## config.mk

```make
export PLATFORM = sky130hd
export DESIGN_NAME = boxcar_filtered_resampler_top
export DESIGN_NICKNAME = d
export VERILOG_FILES = /design/src/rtl/rbf_pkg.sv /design/src/rtl/boxcar_filtered_resampler_top.sv /design/src/rtl/rbf_window_ram.sv /design/src/rtl/rbf_divider.sv /design/src/rtl/rbf_engine.sv
export VERILOG_INCLUDE_DIRS = /design/src /design/src/rtl
export SDC_FILE = /design/constraint.sdc
export NUM_CORES = 2
export LEC_CHECK = 0
export ABC_AREA = 1
export BUFFER_PORTS_ARGS = -buffer_cell sky130_fd_sc_hd__buf_2
export CAP_MARGIN = 0
export CORE_MARGIN = 2
export CORE_UTILIZATION = 35
export CTS_CLUSTER_DIAMETER = 80
export DETAILED_ROUTE_END_ITERATION = 12
export HOLD_SLACK_MARGIN = 0.02
export PLACE_DENSITY = 0.54
export REMOVE_ABC_BUFFERS = 1
export SKIP_LAST_GASP = 1
export SYNTH_ARGS = -nofsm -noshare
export SYNTH_HDL_FRONTEND = slang
export SYNTH_SLANG_ARGS = --single-unit
```

## constraint.sdc

```tcl
create_clock -name clk_i -period 7.2 [get_ports clk_i]
set_input_delay 0.72 -clock clk_i [delete_from_list [all_inputs] [get_ports clk_i]]
set_output_delay 0.72 -clock clk_i [all_outputs]
set_load 0.01 [all_outputs]
```

## src/rtl/boxcar_filtered_resampler_top_defines.svh

```systemverilog
// Assertion macros for the boxcar filtered resampler.
`ifndef BOXCAR_FILTERED_RESAMPLER_TOP_DEFINES_SVH
`define BOXCAR_FILTERED_RESAMPLER_TOP_DEFINES_SVH

// Consequent in the cycle after the antecedent.
`define RBF_ASSERT_NEXT(label, ante, cons) \
  label: assert property (@(posedge clk_i) disable iff (!rst_ni) (ante) |=> (cons)) \
    else $error("rbf check failed");

// Consequent in the same cycle as the antecedent.
`define RBF_ASSERT_SAME(label, ante, cons) \
  label: assert property (@(posedge clk_i) disable iff (!rst_ni) (ante) |-> (cons)) \
    else $error("rbf check failed");

`endif

```

## src/rtl/rbf_pkg.sv

```systemverilog
// Shared types and constants of the boxcar filtered resampler.
package rbf_pkg;

  localparam int MaxFactorDef = 32;
  localparam int SampleBits   = 16;
  localparam int MaxResults   = 48;
  localparam int CntBits      = 7;

  localparam logic [1:0] ModeDecim  = 2'd0;
  localparam logic [1:0] ModeRepeat = 2'd1;
  localparam logic [1:0] ModeFiltD  = 2'd2;
  localparam logic [1:0] ModeFiltI  = 2'd3;

  localparam logic [1:0] RegMode   = 2'd0;
  localparam logic [1:0] RegFactor = 2'd1;
  localparam logic [1:0] RegStart  = 2'd2;
  localparam logic [1:0] RegEnd    = 2'd3;

  typedef struct packed {
    logic signed [SampleBits-1:0] sample_in;
    logic                         stream_end;
  } in_item_t;

  typedef struct packed {
    logic signed [SampleBits-1:0] sample_out;
    logic                         last_out;
  } out_item_t;

  typedef struct packed {
    logic [1:0]  mode;
    logic [5:0]  resample_factor;
    logic [31:0] segment_start;
    logic [31:0] segment_end;
  } cfg_t;

endpackage

```

## src/rtl/boxcar_filtered_resampler_top.sv

```systemverilog
// Boxcar filtered resampler top level: register port, engine, window memory, divider.
//
// Samples enter on the in_* valid/ready channel as one transfer each; results
// leave on the out_* valid/ready channel, last_out set on the final result of
// a stream (plain decimate, repeat) or of a segment (filtered modes).
// Registers mode, resample_factor, segment_start, segment_end sit on the APB
// port at byte offsets 0, 4, 8 and 12; write them only while the block is idle.
// One sample is handled at a time; in_ready_o is high only between samples.
// A plain sample waits on the serial divider, DW being the serial divider width
// (32 by default). Repeat emits its copies one after another.
// Filtered modes read the taps of each boxcar centre from the window memory one
// at a time, and the average goes through the shared restoring divider one
// quotient bit per cycle.
// Filtered interpolation gives up to n centres per sample, more when a segment closes.
// When the receiver stalls, the output register holds its result and the
// engine waits before producing the next one; no result is lost.
// Reset clears the stream indices and pointers, the held result and the registers to their
// defaults; the window memory is not cleared.
`include "boxcar_filtered_resampler_top_defines.svh"
module boxcar_filtered_resampler_top #(
  parameter int MAX_FACTOR = rbf_pkg::MaxFactorDef
) (
  input  logic               clk_i,
  input  logic               rst_ni,
  input  logic               in_valid_i,
  output logic               in_ready_o,
  input  rbf_pkg::in_item_t  in_data_i,
  output logic               out_valid_o,
  input  logic               out_ready_i,
  output rbf_pkg::out_item_t out_data_o,
  input  logic               psel,
  input  logic               penable,
  input  logic               pwrite,
  input  logic [3:0]         paddr,
  input  logic [31:0]        pwdata,
  output logic [31:0]        prdata,
  output logic               pready
);
  import rbf_pkg::*;

  localparam int PW    = $clog2(MAX_FACTOR + 1);
  localparam int TB    = SampleBits + $clog2(MAX_FACTOR + 1);
  localparam int CW    = $clog2(MAX_FACTOR + 2);
  localparam int SB2   = TB + CW;
  localparam int DW    = (SB2 > 32) ? SB2 : 32;
  localparam int Depth = MAX_FACTOR + 1;

  cfg_t cfg_q;
  logic cfg_wr;

  logic          ram_we;
  logic [PW-1:0] ram_waddr, ram_raddr;
  logic [TB-1:0] ram_wdata, ram_rdata;
  logic          div_start, div_done;
  logic [DW-1:0] div_dividend, div_quo;
  logic [CW-1:0] div_divisor, div_rem;

  assign cfg_wr = psel && penable && pwrite;
  assign pready = 1'b1;

  always_ff @(posedge clk_i or negedge rst_ni) begin
    if (!rst_ni) begin
      cfg_q.mode            <= ModeDecim;
      cfg_q.resample_factor <= 6'd1;
      cfg_q.segment_start   <= '0;
      cfg_q.segment_end     <= '1;
    end else if (cfg_wr) begin
      case (paddr[3:2])
        RegMode:   cfg_q.mode            <= pwdata[1:0];
        RegFactor: cfg_q.resample_factor <= pwdata[5:0];
        RegStart:  cfg_q.segment_start   <= pwdata;
        RegEnd:    cfg_q.segment_end     <= pwdata;
        default:   cfg_q.mode            <= cfg_q.mode;
      endcase
    end
  end

  always_comb begin
    case (paddr[3:2])
      RegMode:   prdata = {30'd0, cfg_q.mode};
      RegFactor: prdata = {26'd0, cfg_q.resample_factor};
      RegStart:  prdata = cfg_q.segment_start;
      RegEnd:    prdata = cfg_q.segment_end;
      default:   prdata = '0;
    endcase
  end

  rbf_engine #(
    .MAX_FACTOR(MAX_FACTOR),
    .PW(PW),
    .TB(TB),
    .CW(CW),
    .DW(DW)
  ) u_engine (
    .clk_i,
    .rst_ni,
    .in_valid_i,
    .in_ready_o,
    .in_data_i,
    .out_valid_o,
    .out_ready_i,
    .out_data_o,
    .cfg_i          (cfg_q),
    .ram_we_o       (ram_we),
    .ram_waddr_o    (ram_waddr),
    .ram_wdata_o    (ram_wdata),
    .ram_raddr_o    (ram_raddr),
    .ram_rdata_i    (ram_rdata),
    .div_start_o    (div_start),
    .div_dividend_o (div_dividend),
    .div_divisor_o  (div_divisor),
    .div_done_i     (div_done),
    .div_quo_i      (div_quo),
    .div_rem_i      (div_rem)
  );

  rbf_window_ram #(
    .Depth(Depth),
    .Width(TB),
    .AW(PW)
  ) u_window (
    .clk_i,
    .we_i    (ram_we),
    .waddr_i (ram_waddr),
    .wdata_i (ram_wdata),
    .raddr_i (ram_raddr),
    .rdata_o (ram_rdata)
  );

  rbf_divider #(
    .DW(DW),
    .VW(CW)
  ) u_div (
    .clk_i,
    .rst_ni,
    .start_i     (div_start),
    .dividend_i  (div_dividend),
    .divisor_i   (div_divisor),
    .done_o      (div_done),
    .quotient_o  (div_quo),
    .remainder_o (div_rem)
  );

  `RBF_ASSERT_NEXT(a_busy_after_xfer, in_valid_i && in_ready_o, !in_ready_o)
  `RBF_ASSERT_SAME(a_no_take_on_new_result, $rose(out_valid_o), !in_ready_o)
  `RBF_ASSERT_NEXT(a_div_start_busy, div_start, !in_ready_o)

endmodule

```

## src/rtl/rbf_window_ram.sv

```systemverilog
// Window ring memory, one write port and one registered read port.
module rbf_window_ram #(
  parameter int Depth = 33,
  parameter int Width = 22,
  parameter int AW    = 6
) (
  input  logic             clk_i,
  input  logic             we_i,
  input  logic [AW-1:0]    waddr_i,
  input  logic [Width-1:0] wdata_i,
  input  logic [AW-1:0]    raddr_i,
  output logic [Width-1:0] rdata_o
);

  logic [Width-1:0] mem [Depth];
  logic [Width-1:0] rdata_q;

  always_ff @(posedge clk_i) begin
    if (we_i) begin
      mem[waddr_i] <= wdata_i;
    end
  end

  always_ff @(posedge clk_i) begin
    rdata_q <= mem[raddr_i];
  end

  assign rdata_o = rdata_q;

endmodule

```

## src/rtl/rbf_divider.sv

```systemverilog
// Restoring serial divider, one quotient bit per cycle.
module rbf_divider #(
  parameter int DW = 32,
  parameter int VW = 6
) (
  input  logic          clk_i,
  input  logic          rst_ni,
  input  logic          start_i,
  input  logic [DW-1:0] dividend_i,
  input  logic [VW-1:0] divisor_i,
  output logic          done_o,
  output logic [DW-1:0] quotient_o,
  output logic [VW-1:0] remainder_o
);

  localparam int CW = $clog2(DW + 1);

  logic          busy_q, done_q;
  logic [CW-1:0] cnt_q;
  logic [DW-1:0] quo_q;
  logic [VW-1:0] rem_q, div_q;
  logic [VW:0]   trial;
  logic          fits;

  assign trial = {rem_q, quo_q[DW-1]};
  assign fits  = trial >= {1'b0, div_q};

  always_ff @(posedge clk_i or negedge rst_ni) begin
    if (!rst_ni) begin
      busy_q <= 1'b0;
      done_q <= 1'b0;
      cnt_q  <= '0;
    end else begin
      done_q <= 1'b0;
      if (start_i) begin
        busy_q <= 1'b1;
        cnt_q  <= CW'(DW);
      end else if (busy_q) begin
        cnt_q <= cnt_q - 1'b1;
        if (cnt_q == CW'(1)) begin
          busy_q <= 1'b0;
          done_q <= 1'b1;
        end
      end
    end
  end

  always_ff @(posedge clk_i) begin
    if (start_i) begin
      quo_q <= dividend_i;
      rem_q <= '0;
      div_q <= divisor_i;
    end else if (busy_q) begin
      quo_q <= {quo_q[DW-2:0], fits};
      rem_q <= fits ? VW'(trial - {1'b0, div_q}) : trial[VW-1:0];
    end
  end

  assign done_o      = done_q;
  assign quotient_o  = quo_q;
  assign remainder_o = rem_q;

endmodule

```

## src/rtl/rbf_engine.sv

```systemverilog
// Sequencer: mode control, window updates, boxcar sums and result output.
module rbf_engine #(
  parameter int MAX_FACTOR = rbf_pkg::MaxFactorDef,
  parameter int PW = $clog2(MAX_FACTOR + 1),
  parameter int TB = rbf_pkg::SampleBits + $clog2(MAX_FACTOR + 1),
  parameter int CW = $clog2(MAX_FACTOR + 2),
  parameter int DW = 32
) (
  input  logic               clk_i,
  input  logic               rst_ni,
  input  logic               in_valid_i,
  output logic               in_ready_o,
  input  rbf_pkg::in_item_t  in_data_i,
  output logic               out_valid_o,
  input  logic               out_ready_i,
  output rbf_pkg::out_item_t out_data_o,
  input  rbf_pkg::cfg_t      cfg_i,
  output logic               ram_we_o,
  output logic [PW-1:0]      ram_waddr_o,
  output logic [TB-1:0]      ram_wdata_o,
  output logic [PW-1:0]      ram_raddr_o,
  input  logic [TB-1:0]      ram_rdata_i,
  output logic               div_start_o,
  output logic [DW-1:0]      div_dividend_o,
  output logic [CW-1:0]      div_divisor_o,
  input  logic               div_done_i,
  input  logic [DW-1:0]      div_quo_i,
  input  logic [CW-1:0]      div_rem_i
);
  import rbf_pkg::*;

  localparam int NB    = $clog2(MAX_FACTOR + 1);
  localparam int SB2   = TB + CW;
  localparam int Depth = MAX_FACTOR + 1;
  localparam int SW    = SampleBits;

  typedef enum logic [4:0] {
    S_IDLE, S_M0_WAIT, S_M0_REL, S_M1_REP, S_PUSH, S_PROC, S_BOX_RD, S_BOX_ACC,
    S_BOX_DIV, S_BOX_WAIT, S_MOD_WAIT, S_ADV, S_CLOSE, S_PUT, S_DONE
  } state_e;

  state_e state_q, ret_q;
  logic signed [SW-1:0] s_q, held_q, res_q, put_val_q;
  logic ends_q, in_seg_q, closing_q, proc_closed_q, closed_q, held_valid_q, put_last_q;
  logic [1:0] mode_q;
  logic [NB-1:0] n_q;
  logic [NB:0] k_q;
  logic [31:0] input_idx_q, exp_idx_q, emit_idx_q;
  logic [PW-1:0] wr_ptr_q, emit_ptr_q, rd_ptr_q;
  logic [CW-1:0] taps_q, rem_taps_q;
  logic signed [SB2-1:0] acc_q;
  logic [CntBits-1:0] res_cnt_q;
  logic out_valid_q;
  out_item_t out_data_q;
  logic div_start_q;
  logic [DW-1:0] div_dividend_q;
  logic [CW-1:0] div_divisor_q;

  logic [7:0] fac_ext;
  logic [NB-1:0] n_c, h;
  logic [NB:0] pushes;
  logic [32:0] emit_ext, exp_ext, hi_raw, last_pos, hi_pos, lo_pos;
  logic proc_go, lo_zero, in_seg_c, closing_c;
  logic [PW-1:0] lo_ptr;
  logic signed [TB-1:0] tap_val, s_ext, mult_ext;
  logic [SB2-1:0] acc_mag;
  logic signed [SW-1:0] sat_val;

  function automatic logic [PW-1:0] ptr_inc(input logic [PW-1:0] p);
    ptr_inc = (p == PW'(Depth - 1)) ? '0 : p + 1'b1;
  endfunction

  always_comb begin
    fac_ext = {2'b00, cfg_i.resample_factor};
    if (fac_ext == 8'd0) begin
      n_c = NB'(1);
    end else if (fac_ext > 8'(MAX_FACTOR)) begin
      n_c = NB'(MAX_FACTOR);
    end else begin
      n_c = NB'(fac_ext);
    end
  end

  assign in_seg_c  = !closed_q && (input_idx_q >= cfg_i.segment_start)
                     && (input_idx_q < cfg_i.segment_end);
  assign closing_c = !closed_q && (in_data_i.stream_end
                     || ({1'b0, input_idx_q} + 33'd1 >= {1'b0, cfg_i.segment_end}));

  assign h        = n_q >> 1;
  assign pushes   = (mode_q == ModeFiltI) ? {1'b0, n_q} : (NB+1)'(1);
  assign emit_ext = {1'b0, emit_idx_q};
  assign exp_ext  = {1'b0, exp_idx_q};
  assign hi_raw   = emit_ext + 33'(h);
  assign last_pos = exp_ext - 33'd1;
  assign hi_pos   = (hi_raw > last_pos) ? last_pos : hi_raw;
  assign lo_zero  = emit_ext < 33'(h);
  assign lo_pos   = lo_zero ? 33'd0 : emit_ext - 33'(h);
  assign proc_go  = (emit_idx_q < exp_idx_q) && (proc_closed_q || hi_raw < exp_ext);
  assign lo_ptr   = lo_zero ? '0 :
                    (emit_ptr_q >= PW'(h)) ? emit_ptr_q - PW'(h)
                                           : PW'(emit_ptr_q + PW'(Depth) - PW'(h));

  assign s_ext    = TB'(s_q);
  assign mult_ext = (mode_q == ModeFiltI) ? $signed(TB'(n_q)) : $signed(TB'(1));
  assign tap_val  = (k_q == '0) ? TB'(s_ext * mult_ext) : '0;

  assign acc_mag = acc_q[SB2-1] ? SB2'(-acc_q) : SB2'(acc_q);

  always_comb begin
    if (!acc_q[SB2-1]) begin
      if (div_quo_i > DW'((1 << (SW - 1)) - 1)) begin
        sat_val = SW'((1 << (SW - 1)) - 1);
      end else begin
        sat_val = div_quo_i[SW-1:0];
      end
    end else begin
      if (div_quo_i > DW'(1 << (SW - 1))) begin
        sat_val = SW'(1 << (SW - 1));
      end else begin
        sat_val = -$signed(div_quo_i[SW-1:0]);
      end
    end
  end

  assign ram_we_o    = (state_q == S_PUSH) && in_seg_q && (k_q < pushes);
  assign ram_waddr_o = wr_ptr_q;
  assign ram_wdata_o = tap_val;
  assign ram_raddr_o = rd_ptr_q;

  always_ff @(posedge clk_i or negedge rst_ni) begin
    if (!rst_ni) begin
      state_q       <= S_IDLE;
      ret_q         <= S_IDLE;
      input_idx_q   <= '0;
      exp_idx_q     <= '0;
      emit_idx_q    <= '0;
      wr_ptr_q      <= '0;
      emit_ptr_q    <= '0;
      closed_q      <= 1'b0;
      held_valid_q  <= 1'b0;
      out_valid_q   <= 1'b0;
      div_start_q   <= 1'b0;
      res_cnt_q     <= '0;
      proc_closed_q <= 1'b0;
    end else begin
      div_start_q <= 1'b0;
      if (out_valid_q && out_ready_i) begin
        out_valid_q <= 1'b0;
      end
      case (state_q)
        S_IDLE: begin
          if (in_valid_i) begin
            s_q           <= in_data_i.sample_in;
            ends_q        <= in_data_i.stream_end;
            mode_q        <= cfg_i.mode;
            n_q           <= n_c;
            k_q           <= '0;
            res_cnt_q     <= '0;
            in_seg_q      <= in_seg_c;
            closing_q     <= closing_c;
            proc_closed_q <= 1'b0;
            if (cfg_i.mode == ModeDecim) begin
              div_start_q    <= 1'b1;
              div_dividend_q <= DW'(input_idx_q);
              div_divisor_q  <= CW'(n_c);
              state_q        <= S_M0_WAIT;
            end else if (cfg_i.mode == ModeRepeat) begin
              held_valid_q <= 1'b0;
              state_q      <= S_M1_REP;
            end else begin
              if (cfg_i.mode == ModeFiltI) begin
                held_valid_q <= 1'b0;
              end
              state_q <= S_PUSH;
            end
          end
        end
        S_M0_WAIT: begin
          if (div_done_i) begin
            state_q <= S_M0_REL;
            if (div_rem_i == '0) begin
              held_q       <= s_q;
              held_valid_q <= 1'b1;
              if (held_valid_q) begin
                put_val_q  <= held_q;
                put_last_q <= 1'b0;
                ret_q      <= S_M0_REL;
                state_q    <= S_PUT;
              end
            end
          end
        end
        S_M0_REL: begin
          if (ends_q && held_valid_q) begin
            held_valid_q <= 1'b0;
            put_val_q    <= held_q;
            put_last_q   <= 1'b1;
            ret_q        <= S_DONE;
            state_q      <= S_PUT;
          end else begin
            state_q <= S_DONE;
          end
        end
        S_M1_REP: begin
          if (k_q == {1'b0, n_q}) begin
            state_q <= S_DONE;
          end else begin
            put_val_q  <= s_q;
            put_last_q <= ends_q && (k_q + 1'b1 == {1'b0, n_q});
            k_q        <= k_q + 1'b1;
            ret_q      <= S_M1_REP;
            state_q    <= S_PUT;
          end
        end
        S_PUSH: begin
          if (in_seg_q && (k_q < pushes)) begin
            exp_idx_q <= exp_idx_q + 32'd1;
            wr_ptr_q  <= ptr_inc(wr_ptr_q);
            k_q       <= k_q + 1'b1;
            state_q   <= S_PROC;
          end else if (closing_q) begin
            proc_closed_q <= 1'b1;
            state_q       <= S_PROC;
          end else begin
            state_q <= S_DONE;
          end
        end
        S_PROC: begin
          if (proc_go) begin
            acc_q      <= '0;
            taps_q     <= CW'(hi_pos - lo_pos + 33'd1);
            rem_taps_q <= CW'(hi_pos - lo_pos + 33'd1);
            rd_ptr_q   <= lo_ptr;
            state_q    <= S_BOX_RD;
          end else if (proc_closed_q) begin
            state_q <= S_CLOSE;
          end else begin
            state_q <= S_PUSH;
          end
        end
        S_BOX_RD: begin
          rd_ptr_q <= ptr_inc(rd_ptr_q);
          state_q  <= S_BOX_ACC;
        end
        S_BOX_ACC: begin
          acc_q      <= acc_q + SB2'($signed(ram_rdata_i));
          rem_taps_q <= rem_taps_q - 1'b1;
          state_q    <= (rem_taps_q == CW'(1)) ? S_BOX_DIV : S_BOX_RD;
        end
        S_BOX_DIV: begin
          div_start_q    <= 1'b1;
          div_dividend_q <= DW'(acc_mag);
          div_divisor_q  <= taps_q;
          state_q        <= S_BOX_WAIT;
        end
        S_BOX_WAIT: begin
          if (div_done_i) begin
            res_q <= sat_val;
            if (mode_q == ModeFiltI) begin
              put_val_q  <= sat_val;
              put_last_q <= proc_closed_q && (emit_idx_q + 32'd1 == exp_idx_q);
              ret_q      <= S_ADV;
              state_q    <= S_PUT;
            end else begin
              div_start_q    <= 1'b1;
              div_dividend_q <= DW'(emit_idx_q);
              div_divisor_q  <= CW'(n_q);
              state_q        <= S_MOD_WAIT;
            end
          end
        end
        S_MOD_WAIT: begin
          if (div_done_i) begin
            state_q <= S_ADV;
            if (div_rem_i == '0) begin
              held_q       <= res_q;
              held_valid_q <= 1'b1;
              if (held_valid_q) begin
                put_val_q  <= held_q;
                put_last_q <= 1'b0;
                ret_q      <= S_ADV;
                state_q    <= S_PUT;
              end
            end
          end
        end
        S_ADV: begin
          emit_idx_q <= emit_idx_q + 32'd1;
          emit_ptr_q <= ptr_inc(emit_ptr_q);
          state_q    <= S_PROC;
        end
        S_CLOSE: begin
          closed_q <= 1'b1;
          if (mode_q == ModeFiltD && held_valid_q) begin
            held_valid_q <= 1'b0;
            put_val_q    <= held_q;
            put_last_q   <= 1'b1;
            ret_q        <= S_DONE;
            state_q      <= S_PUT;
          end else begin
            state_q <= S_DONE;
          end
        end
        S_PUT: begin
          if (!out_valid_q || out_ready_i) begin
            if (res_cnt_q < CntBits'(MaxResults)) begin
              out_valid_q           <= 1'b1;
              out_data_q.sample_out <= put_val_q;
              out_data_q.last_out   <= put_last_q;
              res_cnt_q             <= res_cnt_q + 1'b1;
            end
            state_q <= ret_q;
          end
        end
        S_DONE: begin
          input_idx_q <= input_idx_q + 32'd1;
          if (ends_q) begin
            input_idx_q  <= '0;
            exp_idx_q    <= '0;
            emit_idx_q   <= '0;
            wr_ptr_q     <= '0;
            emit_ptr_q   <= '0;
            closed_q     <= 1'b0;
            held_valid_q <= 1'b0;
          end
          state_q <= S_IDLE;
        end
        default: state_q <= S_IDLE;
      endcase
    end
  end

  assign in_ready_o     = (state_q == S_IDLE);
  assign out_valid_o    = out_valid_q;
  assign out_data_o     = out_data_q;
  assign div_start_o    = div_start_q;
  assign div_dividend_o = div_dividend_q;
  assign div_divisor_o  = div_divisor_q;

endmodule

```

======== Word-level counts from Yosys, hierarchy flattened ========
Memory sizes are Yosys's and may differ from the RTL's. A register that Yosys moved wholly into a read port is not among the register bits.
Cells that the tools add are included.
word-level totals
  bits in registers ....................... 438
  memory bits (writable) .................. 726
  bits of input ports ..................... 60
  word-level logic and storage cells ...... 340
  memories ................................ 1
cells by class
  $add $sub $neg .......................... 23
  multiply operators ...................... 1
  order comparisons ....................... 14
  equality and inequality tests ........... 55
  multiplexer cells ....................... 142
  reduce and logical (&&, ||, !) cells .... 62
memories
  memory        depth  bits a word  rd ports  clocked after Yosys merged registers in  wr ports  RTL line              RTL
  u_window.mem  33     22           1         1                                        1         rbf_window_ram.sv:15  logic [Width-1:0] mem [Depth];
operators by type and width
  operator                                                                  count
  32-bit 2-to-1 mux                                                         9
  16-bit 2-to-1 mux                                                         15
  6-bit 2-to-1 mux                                                          22
  32-bit case mux with 2 select lines                                       2
  32-bit case mux with 4 select lines                                       1
  5-bit 2-to-1 mux                                                          21
  32-bit by 1-bit adder with 32-bit output (second input constant)          3
  32-bit case mux with 3 select lines                                       1
  16-bit case mux with 5 select lines                                       1
  5-bit case mux with 14 select lines                                       1
  32-bit < comparator                                                       2
  28-bit 2-to-1 mux                                                         2
  28-bit case mux with 2 select lines                                       1
  6-bit case mux with 2 select lines                                        4
  2-bit by 1-bit inequality test with 1-bit output (second input constant)  19
  1-bit 2-to-1 mux                                                          36
  5-bit by 4-bit equality test with 1-bit output (second input constant)    7
  7-bit 2-to-1 mux                                                          5
  32-bit by 1-bit adder with 33-bit output (second input constant)          1
  32-bit by 5-bit adder with 33-bit output                                  1
  33-bit by 32-bit greater-or-equal comparator with 1-bit output            1
  33-bit > comparator                                                       1
  33-bit by 32-bit < comparator with 1-bit output                           1
  32-bit by 1-bit subtractor with 33-bit output (second input constant)     1
  62 further kinds                                                          139

======== Depth between registers and ports, before layout ========
  depth after elaboration ................. 7
  mapped depth ............................ 43

======== Cells and area by module ========
Synthesis repeated with hierarchy kept, for this count alone.
unflattened totals
  cells, all modules ...................... 6983
  area total of the unflattened synthesis .. 64444.3 um^2
by module, submodules not included
  module                         times used  cells an instance  area an instance (um^2)  seq. area each (um^2)
  rbf_window_ram                 1           2479               29728.5                  22241.3
  rbf_engine                     1           3787               28806.4                  8728.4
  boxcar_filtered_resampler_top  1           436                3363.2                   1843.0
  rbf_divider                    1           281                2546.2                   1461.4

======== Worst setup path before layout ========
No wires, ideal clock.
  path kind ............................... reg2reg
  start ................................... reg u_engine.state_q[0]
  end ..................................... reg u_engine.div_dividend_q[0], in the netlist u_engine.div_dividend_o[0], enable pin
  library setup time ...................... 0.638 ns
  data arrival time ....................... 7.109 ns
  setup slack ............................. -0.547 ns
  stages on the path, launching flop included .. 6
  buffers on the path ..................... 0
  clock period less this slack ............ 7.747 ns
  path through ............................ dfrtp_1 nor2_2 inv_1 nor2_2 inv_1 a2111oi_0
between the ends
  cells in the longest elaborated chain, start to end .. 3
  elaborated cells between the ends (all ways) .. 9
  those cells by class .................... eq/ne: 6; reduce/logical: 3
ends and longest elaborated chain
  item                                                                                       RTL line                             RTL
  from (decl)                                                                                rbf_engine.sv:42                     state_e state_q, ret_q;
  from (signal assigned)                                                                     rbf_engine.sv:248                    state_q <= (rem_taps_q == CW'(1)) ? S_BOX_DIV : S_BOX_RD;
  5-bit zero test (*)                                                                        --
  via in_ready_o                                                                             boxcar_filtered_resampler_top.sv:26  output logic in_ready_o,
  2-bit by 1-bit inequality test with 1-bit output (no source line) (tied with other cells)  --
  6-bit AND reduction (no source line) (*)                                                   --
  to (signal assigned)                                                                       rbf_engine.sv:164                    div_dividend_q <= DW'(input_idx_q);
  to (signal assigned)                                                                       rbf_engine.sv:252                    div_dividend_q <= DW'(acc_mag);
  to (signal assigned)                                                                       rbf_engine.sv:266                    div_dividend_q <= DW'(emit_idx_q);
  to (decl)                                                                                  rbf_engine.sv:56                     logic [DW-1:0] div_dividend_q;
Mark *: on every way through the listed nets, which the timed path passes. The rest lies on a longest branch.
A chain may end at the register's enable or synchronous reset.

======== Worst setup path after layout ========
  start ................................... reg u_engine.n_q[3]
  end ..................................... reg u_engine.rem_taps_q[5], data pin
between the ends
  cells in the longest elaborated chain, start to end .. 7
  elaborated cells between the ends (all ways) .. 10
  those cells by class .................... add/sub: 4; order compare: 2; mux: 4
ends and longest elaborated chain
  item                                        RTL line           RTL
  from (decl)                                 rbf_engine.sv:46   logic [NB-1:0] n_q;
  from (signal assigned)                      rbf_engine.sv:156  n_q <= n_c;
  32-bit by 5-bit adder with 33-bit output    rbf_engine.sv:93   assign hi_raw = emit_ext + 33'(h);
  33-bit > comparator                         rbf_engine.sv:95   assign hi_pos = (hi_raw > last_pos) ? last_pos : hi_raw;
  6-bit 2-to-1 mux                            rbf_engine.sv:95
  6-bit subtractor (*)                        rbf_engine.sv:232  rem_taps_q <= CW'(hi_pos - lo_pos + 33'd1);
  6-bit by 1-bit adder with 6-bit output (*)  rbf_engine.sv:232
  6-bit 2-to-1 mux (*)                        rbf_engine.sv:229  if (proc_go) begin
  6-bit case mux with 2 select lines (*)      rbf_engine.sv:150  case (state_q)
  to (signal assigned)                        rbf_engine.sv:232
  to (signal assigned)                        rbf_engine.sv:247  rem_taps_q <= rem_taps_q - 1'b1;
  to (decl)                                   rbf_engine.sv:50   logic [CW-1:0] taps_q, rem_taps_q;
Every way passes the cells marked *; elsewhere a longest branch is shown, timed or not. The select of a mux whose other input is x is not followed.

==> impl_metrics.tcl <==
set metrics [dict create \
    status "completed" \
    async_flop_share 0.176 \
    period_minus_slack_ps 6550 \
    cts_tree "built" \
    synth_edf_count 948 \
    cp.required_ps 7720 \
    synth.distinct_cells 75 \
    cts_buffers 132 \
    drt_iter0_drc 4319 \
    fillCellCount 17510 \
    p_per_area_nw_per_um2 284 \
    cp_top_family "simple AND/OR/NAND/NOR gates" \
    drive_above_1_share 0.0931 \
    drtPass1Iterations 8 \
    routabilityCongestion 0.933 \
    start_kind "flip-flop" \
    worst_pin_slew_ps 1220 \
    fp.dieW_um 427 \
    dp_slack_ps 519 \
    start_util 0.352 \
    num_vias 48113 \
    max_slew_margin 0.186 \
    synth-seq-area-share 0.547 \
    design_area_um2 70600 \
    whs_ps 147 \
    layout_setup_ws_ps 646 \
    cp_slowest_cell "nor4_4" \
    grt_overflow 0 \
    antenna_found_initial 7 \
    cp_max_fo 8 \
    ant_nets 0 \
    multi_input_area_um2 25400 \
    drc 0 \
    routed_wirelength_um 196000 \
    post_dp_cell_area_um2 66400 \
    max_freq_mhz 153 \
    r2r_slack_ps 650 \
    die-area_um2 183000 \
    clock-sinks 1184 \
    maxCapViolCount 0 \
    clk_pin_slew_ps 60 \
    cpPeakStageDelay_ps 430 \
    yosys.area.top_type "edfxtp_1" \
    timing.final.crit_share 0.910 \
    grt.total_usage 0.212 \
    mostFrequentLayoutCell "nand2_1" \
    final_cell_mix "1027 x nand2_1, 948 x edfxtp_1, 758 x nor2_1" \
    arrival_ps 7080 \
    synth_area_um2 62700 \
    slew_viol_final 0 \
    synth_area_leaders "edfxtp_1 45%, dfrtp_1 7.0%, ha_1 6.5%" \
    final-hold-violation-count 0 \
    worst-path-buf-inv 4 \
    num_rows 155 \
    nets 6972 \
    clock_path_buffers 3 \
    ir_drop_mv 0.211 \
    p_leak_uw 0.0269 \
    setup_viol 0 \
    dp.final_hpwl_um 131000 \
    synth_seq_cells 1184 \
    grt_pass1_wl_um 292000 \
    syn_inst 6403 \
    cts_max_level 4 \
    core-area_um2 178000 \
    yosysTopAreaCellShare 0.454 \
    viasPerCell 5.36 \
    hp-class "in -> reg" \
    seq_area_um2 34300 \
    dieHeight_um 427 \
    rsz0062_at_grt "no" \
    crit_path_end_kind "flip-flop" \
    yosysWarnings 0 \
    ys.flop_type "edfxtp_1" \
    boundaryPins 112 \
    grt_pass1_vias 45809 \
    place.port_buffers 108 \
    skew_ps 30.8 \
    clk_latency_ps 770 \
    syn_area_per_cell_um2 9.79 \
    grt_max_degree 140 \
    cpMostUsedCell "nand2_1" \
    synthToLayoutAreaGrowth_pct 12.5 \
    crit_type "reg -> reg" \
    wl_per_cell_um 21.9 \
    cts-root-buf "clkbuf_16" \
]
[cell usage after synthesis, types with 7 or more instances]
| library cell | n |
|---|---|
| nand3_1 | 198 |
| nor2_1 | 805 |
| o22ai_1 | 262 |
| inv_2 | 17 |
| a31oi_1 | 12 |
| ha_1 | 324 |
| a21oi_1 | 280 |
| o211ai_1 | 24 |
| or2_2 | 10 |
| a211oi_1 | 9 |
| dfrtp_1 | 175 |
| xnor2_1 | 17 |
| dfxtp_1 | 28 |
| nor4_1 | 39 |
| nor3b_1 | 7 |
| clkinv_1 | 9 |
| nor3_1 | 74 |
| xor2_1 | 157 |
| o31ai_1 | 20 |
| o21bai_1 | 7 |
| nor2_2 | 14 |
| clkbuf_1 | 204 |
| fa_1 | 74 |
| inv_1 | 575 |
| dfstp_2 | 33 |
| o21ai_0 | 708 |
| buf_1 | 16 |
| o21ai_2 | 11 |
| buf_2 | 32 |
| nand2_1 | 1028 |
| a21o_1 | 11 |
| nand2_2 | 7 |
| o21a_1 | 9 |
| nand4_1 | 128 |
| nor3_2 | 8 |
| edfxtp_1 | 948 |
| o221ai_1 | 35 |
| o21ai_1 | 10 |
[final timing paths]
check	start	cells past startpoint	to
setup / recovery	u_engine.n_q[3]	37	u_engine.rem_taps_q[5]
hold / removal	in_data_i[2]	1	u_engine.s_q[1]
setup reg to reg	u_engine.n_q[3]	37	u_engine.rem_taps_q[5]
hold reg to reg	u_engine.put_val_q[11]	0	u_engine.out_data_o[12]
max in group asynchronous	rst_ni	4	u_engine.exp_idx_q[10]
min in group asynchronous	rst_ni	2	cfg_q[43]
[worst register-to-register path: cells and delay by family (launching register included)]
family                     cells  cell delay [ps]
AOI/OAI and AO/OA              5              770
buffers and inverters          4              280
xor gates and xnor gates       2              350
DFF                            1              410
adders and majority gates      5             1550
and+or+nand+nor               21             2950
[layer usage]
layer | track usage | wire (µm)
met2 | 0.348 | 92900
met3 | 0.0274 | 10700
met5 | 0 | 41
met4 | 0.0643 | 5390
met1 | 0.291 | 87100
[registers in the layout (all words and copies together) (netlist names), 28 cells and up]
register and flops:
u_engine.div_dividend_o 32, u_engine.emit_idx_q 32, u_engine.acc_q 28, u_div.quotient_o 32
u_engine.exp_idx_q 32, u_window.mem 726, u_engine.input_idx_q 32, cfg_q 72
[timing repair]
| action | 4_1_cts | 5_1_grt |
|---|---|---|
| buffers inserted | 0 | 4 |
| resized for setup | 0 | 2 |
| setup endpoints to repair | 0 | 2 |
| hold buffers | 1 | 0 |
| endpoints found under the hold margin | 48 | 0 |
[kinds of logic after synthesis]
| kind of cell | share of synthesized area |
|---|---|
| AOI/OAI and AO/OA | 0.128 |
| xor gates and xnor gates | 0.0243 |
| adders and majority gates | 0.0883 |
| buffers and inverters | 0.0525 |
| DFF | 0.547 |
| muxes | 0.000180 |
| other | 0.0000598 |
| and+or+nand+nor | 0.161 |
[area by class of cell]
cell class / instances / area share
clock inverters: 61 / 0.00746
multi-input cells: 4360 / 0.360
flip-flops and latches: 1184 / 0.486
repair buffers: 233 / 0.0222
clock buffers: 172 / 0.0506
inverters: 603 / 0.0323
well taps: 2355 / 0.0418
diodes: 1 / 0.0000355
[metrics by stage]
stage | cells | power (µW) | TNS [ps] | util
2_1_floorplan | 6147 | 11800 | -238470 | -
3_3_place_gp | 8730 | 13500 | 0 | 0.373
3_5_place_dp | 8730 | 13600 | 0 | 0.373
4_1_cts | 8964 | 20100 | 0 | 0.396
5_1_grt | 8969 | 21100 | 0 | 0.396
6_report | 8969 | 20000 | 0 | 0.396
[power by group]
group          leakage, µW  total (µW)  switching [µW]  internal (µW)
sequential          0.0111        8430             357           8070
combinational       0.0138        5040            3470           1570
clock              0.00200        6540            2850           3690
total               0.0269       20000            6670          13300
No activity file was read; power rests on OpenSTA's default activity.
